==> src/modexp_pkg.sv <==
// modexp_pkg: widths, reduction constants and sequencer codes for the
// modular exponentiation block. No dependencies.
`timescale 1ns / 1ps

package modexp_pkg;

  // field widths of the transfer payloads
  localparam int BASE_W  = 63;
  localparam int EXP_W   = 63;
  localparam int POWER_W = 30;

  // fixed prime modulus
  localparam longint unsigned MODULUS = 64'd1000000007;

  // bits in the modulus and derived datapath widths
  localparam int MOD_W = $clog2(MODULUS + 64'd1);
  localparam int PROD_W = 2 * MOD_W;          // a full residue product
  localparam int MUL_W = MOD_W + 2;           // shared multiplier operand width
  localparam int MUL_PW = 2 * MUL_W;          // shared multiplier result width

  // barrett reciprocal, floor(2^(2k) / m)
  localparam longint unsigned MU = (64'd1 << (2 * MOD_W)) / MODULUS;
  localparam logic [MUL_W-1:0] MU_C = MUL_W'(MU);
  localparam logic [MUL_W-1:0] MOD_C = MUL_W'(MODULUS);

  // base is folded in digits of MOD_W bits, most significant first
  localparam int NDIG = (BASE_W + MOD_W - 1) / MOD_W;
  localparam int BPAD_W = NDIG * MOD_W;
  localparam int DIG_W = $clog2(NDIG + 1);

  // sequencer states
  localparam int ST_W = 3;
  localparam logic [ST_W-1:0] ST_IDLE = 3'd0;
  localparam logic [ST_W-1:0] ST_BDIG = 3'd1;
  localparam logic [ST_W-1:0] ST_NEXT = 3'd2;
  localparam logic [ST_W-1:0] ST_MULT = 3'd3;
  localparam logic [ST_W-1:0] ST_RED1 = 3'd4;
  localparam logic [ST_W-1:0] ST_RED2 = 3'd5;
  localparam logic [ST_W-1:0] ST_RED3 = 3'd6;
  localparam logic [ST_W-1:0] ST_DONE = 3'd7;

  // operation in flight on the shared multiplier
  localparam int OP_W = 2;
  localparam logic [OP_W-1:0] OP_BASE = 2'd0;  // fold one base digit
  localparam logic [OP_W-1:0] OP_ACC  = 2'd1;  // result times current power
  localparam logic [OP_W-1:0] OP_SQR  = 2'd2;  // square the current power

endpackage

==> src/modular_exponentiation.sv <==
// modular_exponentiation: top level, sequencer and residue registers.
// Depends on modexp_pkg, modexp_mul and modexp_fix.
`timescale 1ns / 1ps

// Computes base^exponent mod 1000000007 by right-to-left square-and-multiply.
// Input channel: in_base, in_exponent with in_valid / in_stall. A transfer
// happens when in_valid is high and in_stall low. in_stall stays high from
// the transfer until the result has been taken, one item at a time; the next
// input transfer can come in the cycle after the result transfer.
// Result channel: out_power with out_valid / out_stall. out_valid holds
// with a stable out_power while out_stall is high; the block waits.
// Each modular multiply runs on the shared multiplier, followed by the
// barrett reduction (reciprocal multiply and quotient times modulus on that
// same multiplier, then subtract and correct) and a decision step. The base
// is folded in 3 digits. For an exponent of bit length L with c set bits,
// L - 1 + c modular multiplies follow; an exponent of zero gives 1.
// Reset (rst_n low, synchronous) returns the sequencer to idle and drops
// any item in progress; no other state is kept between items.
module modular_exponentiation (
  input  logic                            clk,
  input  logic                            rst_n,
  input  logic                            in_valid,
  output logic                            in_stall,
  input  logic [modexp_pkg::BASE_W-1:0]   in_base,
  input  logic [modexp_pkg::EXP_W-1:0]    in_exponent,
  output logic                            out_valid,
  input  logic                            out_stall,
  output logic [modexp_pkg::POWER_W-1:0]  out_power
);
  import modexp_pkg::*;

  logic [ST_W-1:0]   state_r, state_nxt;
  logic [OP_W-1:0]   op_r, op_nxt;
  logic [BPAD_W-1:0] base_r, base_nxt;
  logic [EXP_W-1:0]  exp_r, exp_nxt;
  logic [DIG_W-1:0]  dig_r, dig_nxt;
  logic [MOD_W-1:0]  acc_r, acc_nxt;
  logic [MOD_W-1:0]  sq_r, sq_nxt;
  logic [PROD_W-1:0] p_r, p_nxt;

  logic [MUL_W-1:0]  mul_a, mul_b;
  logic [MUL_PW-1:0] prod;
  logic [PROD_W-1:0] p_cur;
  logic [MOD_W:0]    q1;
  logic [MOD_W:0]    q3;
  logic [MOD_W-1:0]  r;
  logic              in_xfer;

  assign in_stall  = (state_r != ST_IDLE);
  assign in_xfer   = in_valid && !in_stall;
  assign out_valid = (state_r == ST_DONE);
  assign out_power = POWER_W'(acc_r);

  // barrett quotient estimate pieces
  assign p_cur = (op_r == OP_BASE) ? p_r : prod[PROD_W-1:0];
  assign q1    = p_cur[PROD_W-1:MOD_W-1];
  assign q3    = prod[PROD_W+1:MOD_W+1];

  // shared multiplier operand select
  always_comb begin
    mul_a = '0;
    mul_b = '0;
    case (state_r)
      ST_MULT: begin
        mul_a = (op_r == OP_ACC) ? MUL_W'(acc_r) : MUL_W'(sq_r);
        mul_b = MUL_W'(sq_r);
      end
      ST_RED1: begin
        mul_a = MUL_W'(q1);
        mul_b = MU_C;
      end
      ST_RED2: begin
        mul_a = MUL_W'(q3);
        mul_b = MOD_C;
      end
      default: begin
        mul_a = '0;
        mul_b = '0;
      end
    endcase
  end

  modexp_mul u_mul (
    .clk    (clk),
    .a_i    (mul_a),
    .b_i    (mul_b),
    .prod_o (prod)
  );

  modexp_fix u_fix (
    .p_i  (p_r),
    .qm_i (prod[PROD_W-1:0]),
    .r_o  (r)
  );

  // sequencer
  always_comb begin
    state_nxt = state_r;
    op_nxt    = op_r;
    base_nxt  = base_r;
    exp_nxt   = exp_r;
    dig_nxt   = dig_r;
    acc_nxt   = acc_r;
    sq_nxt    = sq_r;
    p_nxt     = p_r;
    case (state_r)
      ST_IDLE: begin
        if (in_xfer) begin
          base_nxt  = BPAD_W'(in_base);
          exp_nxt   = in_exponent;
          dig_nxt   = DIG_W'(NDIG);
          acc_nxt   = MOD_W'(1);
          sq_nxt    = '0;
          op_nxt    = OP_BASE;
          state_nxt = ST_BDIG;
        end
      end
      // fold the next base digit into the running residue
      ST_BDIG: begin
        p_nxt     = {sq_r, base_r[BPAD_W-1 -: MOD_W]};
        base_nxt  = base_r << MOD_W;
        dig_nxt   = dig_r - DIG_W'(1);
        state_nxt = ST_RED1;
      end
      // pick the next multiply from the exponent
      ST_NEXT: begin
        if (exp_r == '0) begin
          state_nxt = ST_DONE;
        end else begin
          op_nxt    = exp_r[0] ? OP_ACC : OP_SQR;
          state_nxt = ST_MULT;
        end
      end
      ST_MULT: begin
        state_nxt = ST_RED1;
      end
      ST_RED1: begin
        p_nxt     = p_cur;
        state_nxt = ST_RED2;
      end
      ST_RED2: begin
        state_nxt = ST_RED3;
      end
      // write back the reduced residue
      ST_RED3: begin
        case (op_r)
          OP_BASE: begin
            sq_nxt    = r;
            state_nxt = (dig_r == '0) ? ST_NEXT : ST_BDIG;
          end
          OP_ACC: begin
            acc_nxt   = r;
            exp_nxt   = {exp_r[EXP_W-1:1], 1'b0};
            state_nxt = ST_NEXT;
          end
          OP_SQR: begin
            sq_nxt    = r;
            exp_nxt   = exp_r >> 1;
            state_nxt = ST_NEXT;
          end
          default: begin
            state_nxt = ST_NEXT;
          end
        endcase
      end
      ST_DONE: begin
        if (!out_stall) begin
          state_nxt = ST_IDLE;
        end
      end
      default: begin
        state_nxt = ST_IDLE;
      end
    endcase
  end

  // control state
  always_ff @(posedge clk) begin
    if (!rst_n) begin
      state_r <= ST_IDLE;
    end else begin
      state_r <= state_nxt;
    end
  end

  // working registers
  always_ff @(posedge clk) begin
    op_r   <= op_nxt;
    base_r <= base_nxt;
    exp_r  <= exp_nxt;
    dig_r  <= dig_nxt;
    acc_r  <= acc_nxt;
    sq_r   <= sq_nxt;
    p_r    <= p_nxt;
  end

endmodule

==> src/modexp_mul.sv <==
// modexp_mul: the shared multiplier with a registered product.
// Depends on modexp_pkg.
`timescale 1ns / 1ps

module modexp_mul (
  input  logic                           clk,
  input  logic [modexp_pkg::MUL_W-1:0]   a_i,
  input  logic [modexp_pkg::MUL_W-1:0]   b_i,
  output logic [modexp_pkg::MUL_PW-1:0]  prod_o
);
  import modexp_pkg::*;

  logic [MUL_PW-1:0] prod_r;

  // one product per cycle, registered
  always_ff @(posedge clk) begin
    prod_r <= a_i * b_i;
  end

  assign prod_o = prod_r;

endmodule

==> src/modexp_fix.sv <==
// modexp_fix: last barrett step, remainder p - q*m and final correction
// into 0..m-1. Depends on modexp_pkg.
`timescale 1ns / 1ps

module modexp_fix (
  input  logic [modexp_pkg::PROD_W-1:0] p_i,
  input  logic [modexp_pkg::PROD_W-1:0] qm_i,
  output logic [modexp_pkg::MOD_W-1:0]  r_o
);
  import modexp_pkg::*;

  localparam logic [MOD_W+1:0] M1 = (MOD_W + 2)'(MODULUS);
  localparam logic [MOD_W+1:0] M2 = (MOD_W + 2)'(2 * MODULUS);

  logic [PROD_W-1:0] diff;
  logic [MOD_W+1:0]  r3;
  logic [MOD_W+1:0]  rc;

  // remainder estimate lies below 3m, so its low bits are exact
  assign diff = p_i - qm_i;
  assign r3   = diff[MOD_W+1:0];

  // subtract m once or twice
  always_comb begin
    if (r3 >= M2) begin
      rc = r3 - M2;
    end else if (r3 >= M1) begin
      rc = r3 - M1;
    end else begin
      rc = r3;
    end
  end

  assign r_o = rc[MOD_W-1:0];

endmodule

==> config.mk <==
export PLATFORM = sky130hd
export DESIGN_NAME = modular_exponentiation
export DESIGN_NICKNAME = d
export VERILOG_FILES = /design/src/modexp_pkg.sv /design/src/modular_exponentiation.sv /design/src/modexp_mul.sv /design/src/modexp_fix.sv
export SDC_FILE = /design/constraint.sdc
export NUM_CORES = 2
export LEC_CHECK = 0
export BUFFER_PORTS_ARGS = -buffer_cell sky130_fd_sc_hd__buf_2
export CORE_MARGIN = 5
export CORE_UTILIZATION = 45
export DETAILED_ROUTE_END_ITERATION = 12
export GPL_ROUTABILITY_DRIVEN = 0
export HOLD_SLACK_MARGIN = 0.08
export PLACE_DENSITY = 0.6
export RECOVER_POWER = 50
export SLEW_MARGIN = 20
export SYNTH_ARGS = -nofsm -noshare
export SYNTH_HDL_FRONTEND = slang
export SYNTH_SLANG_ARGS = --single-unit
==> constraint.sdc <==
create_clock -name clk -period 9.65 [get_ports clk]
set_clock_uncertainty 0.2 [all_clocks]
set_input_delay 1.93 -clock clk [delete_from_list [all_inputs] [get_ports clk]]
set_output_delay 1.93 -clock clk [all_outputs]
set_load 0.02 [all_outputs]
==> summary.txt <==
Outcome
  • Outcome: complete, but fails checks
  • Failing checks: max-capacitance violations, max-slew violations

Cells and area
  • Layout area overhead: 14.0%
  • Final nets: 6,794
  • Share of post-route cells with drive strength above 1: 13.6%

Global routing
  • Gr usage total: 28.7%
  • First-pass GRT wire length: roughly 240 mm
  • Total grt overflow: 0
  • Vias in the first global route: 40.0k
  • Largest net degree at the start of global routing: 88
  • Initial antenna violation count: 8

Setup path
  • Reg-to-Reg Start: state_r[2]
  • CP endpoint kind: flip-flop
  • R2R Setup Slk: ~0.19 ns
  • Critical path's slowest cell: fa_1
  • Crit Path Class: reg2reg
  • Crit path from: state_r[2]
  • Worst path most repeated cell: fa_1
  • Register-to-Register Path Depth: 33
  • Delay of the slowest critical-path stage: approximately 0.59 ns
  • CP startpoint kind: flip-flop
  • Worst-path fanout max: 13
  • Crit path DAT: 9.74 ns
  • Worst reg2reg endpoint: u_mul.prod_o[61]
  • Critical path endpoint: u_mul.prod_o[61]
  • WP data required: 9.93 ns

Routing
  • Pre-antenna DRT Iters: 6
  • Detailed Route Iter0 Violations: 3,815
  • # DRC: 0
  • Wire per inst: 23.1 um
  • Final wirelength: 161 mm
  • Routed via count: 38.8k
  • Vias per cell: 5.59
  • Final antenna-violating net count: 0

Die
  • Core Footprint: 104,000 um^2
  • Die Ht: 334 um
  • Initial Utilization: 45.4%
  • Die X-Extent: 334 um
  • Die area: 111,000 um^2
  • Row cnt: 118
  • Ports placed on the boundary: between 150 and 200

Yosys
  • Synth Instances: ~5.2k
  • YS warnings: 0
  • Synthesis-stage register bit count: 342
  • Register area share after synthesis: 20.4%
  • Post-Synthesis Cell Area: 47,100 um^2
  • Post-synth EDFFs: 277
  • Async set-reset flop share out of synthesis: 0%
  • Avg Synthesized Cell Area: 9.10 um^2
  • Ys flop type: edfxtp_1
  • Yosys cell types: between 80 and 90

Timing
  • Measured slew at the worst slew-check pin: 3.85 ns
  • Final Hold Vio Count: 0
  • Period minus WS final: 9.46 ns
  • Final Cycle Share: between 90 and 100%
  • F_max: around 110 MHz
  • Slew headroom: -157%
  • Slew Limit Fails: 333
  • Final WS setup: 0.189 ns
  • Final setup vio count: 0

Power
  • Maximum vdd ir drop: 0.191 mV
  • Static Leak: 25.8 nW
  • PD cells: 132 nW/um^2
  • Pwr Total: 7.08 mW

Clock network
  • CTS tree: built
  • Clock sinks: 342
  • CTS clk-pin slew, worst paths: about 0.060 ns
  • Max clock buf depth: 3
  • Num CTS Buffers: 37
  • Clk_lat worst skew: 0.56 ns
  • CTS root buf: clkbuf_16
  • # H-tree levels: 2

Place
  • Port bufs: around 160
  • Post-DP HPWL: 132 mm
  • Place WS: -0.0224 ns

Job
  • Max-capacitance violation count: 7

Worst hold path
  • HP Class: reg2reg
[repair_timing]
action / 4_1_cts / 5_1_grt
cloned: 0 / 5
hold buffers: 0 / 0
endpoints found under the setup margin: 2 / 18
gates resized for setup: 1 / 93
buffers inserted: 0 / 20
pin swaps: 0 / 32
[Yosys cell counts (5+ instances only)]
master | count | share of area [%]
nand2_1 | 957 | 7.6
inv_1 | 845 | 6.7
fa_1 | 838 | 36
nor2_1 | 558 | 4.4
ha_1 | 290 | 7.7
edfxtp_1 | 277 | 18
clkbuf_1 | 232 | 1.8
a21oi_1 | 198 | 2.1
nand3_1 | 113 | 1.2
a21o_1 | 79 | 1.3
o21ai_0 | 78 | 0.83
dfxtp_1 | 65 | 2.8
and2_1 | 49 | 0.65
xnor2_1 | 49 | 0.91
o31ai_1 | 44 | 0.70
a211oi_1 | 43 | 0.69
and3_1 | 40 | 0.53
nor3_1 | 34 | 0.36
xor2_1 | 33 | 0.61
nor4_1 | 24 | 0.32
nand4_1 | 23 | 0.31
o21a_1 | 20 | 0.32
a211o_1 | 19 | 0.35
nand2b_1 | 19 | 0.25
buf_1 | 18 | 0.14
or3_1 | 16 | 0.21
o211ai_1 | 15 | 0.24
nor3b_1 | 14 | 0.22
buf_2 | 13 | 0.14
nor2b_1 | 13 | 0.17
o21bai_1 | 13 | 0.21
or2_2 | 13 | 0.17
a31oi_1 | 12 | 0.16
a21boi_0 | 8 | 0.13
mux2i_1 | 8 | 0.17
o21ai_1 | 7 | 0.074
a31o_2 | 6 | 0.11
nand3b_1 | 6 | 0.096
buf_4 | 5 | 0.080
[flip-flops by register name (all words and copies together), names as in the netlist]
| name | flops |
|---|---|
| exp_r | 63 |
| u_mul.prod_o | 62 |
| dig_r | 2 |
| base_r | 90 |
| op_r | 2 |
| sq_r | 30 |
| p_r | 60 |
| out_power | 30 |
| state_r | 3 |
[layout by cell type (no fill, tap or decap), drive strengths merged, types with 8 or more instances in the layout]
cell type	n
inv	848
nor3	34
nand2b	20
o31ai	44
nand4	23
buf	562
a21o	79
clkbuf	66
o21a	20
and3	41
o21ai	86
a211o	19
or3	17
nor4	24
xnor2	52
fa	838
a31oi	14
and2	51
a21boi	9
ha	290
mux2i	8
nor2b	13
a21oi	198
o21bai	14
a211oi	45
edfxtp	277
clkinv	12
xor2	33
nand3	113
nor2	559
dfxtp	65
nor3b	15
nand2	957
or2	14
o211ai	16
[worst min-delay path by stage]
stage          depth (start not counted)  startpoint          to
2_1_floorplan                          2   base_r[0]  base_r[30]
3_3_place_gp                           2  base_r[29]  base_r[59]
3_5_place_dp                           2  base_r[12]  base_r[42]
4_1_cts                                2  base_r[12]  base_r[42]
5_1_grt                                2  base_r[29]  base_r[59]
6_report                               2   base_r[0]  base_r[30]
[final cells by class]
cell class	instances	area (um^2)
Fill cell	9694	50100
Clock inverter	20	215
Clock buffer	46	981
Antenna cell	3	7.51
Sequential cell	342	9620
Tap cell	1380	1730
Multi-Input combinational cell	3728	33700
Timing Repair Buffer	582	4230
Inverter	845	3170
[power by group]
part / switching (mW) / internal [mW]
clock network: 0.599 / 0.833
logic: 2.35 / 1.30
registers: 0.149 / 1.84
total: 3.10 / 3.98
[routing by layer]
layer	up-vias	part of all wire (%)	GRT usage [%]
met5	-	0.033	0
met1	19298	40	39.0
met2	2094	44	44.8
met3	414	11	6.73
li1	17017	-	-
met4	8	4.9	11.1
[kinds of logic (layout without fill, tap and decap cells)]
kind of cell    after synthesis  after routing  share of synthesized area [%]
compound gates              600            600                           8.53
xor+xnor                     85             85                           1.63
fa+ha+maj                  1128           1128                           43.3
buf+inv                    1114           1493                           8.97
flops                       342            342                           20.4
mux                           8              8                          0.170
other cells                   2              9                         0.0159
simple gates               1899           1901                           17.0
[worst max-delay path: cells and delay by family, from the launching register on]
kind / cells / cell delay (ns)
buffers and inverters: 8 / 1.20
xor gates and xnor gates: 1 / 0.12
adders and majority gates: 9 / 4.57
AOI/OAI and AO/OA: 10 / 2.24
and+or+nand+nor: 5 / 0.72
DFF: 1 / 0.30
[per-stage QoR]
stage	utilization (%)	cell area, um^2	TNS, ns	hold slack, ns	instances
global route	51.7	53700	-0.0135	0.338	6943
CTS	51.3	53200	0	0.310	6918
floorplan	-	47200	0	0.284	5182
detailed placement	50.1	52000	-0.0224	0.297	6852
finish	51.7	53700	0	0.308	6946
global placement	50.1	52000	-0.00384	0.288	6852
(Power assumes the default switching activity.)
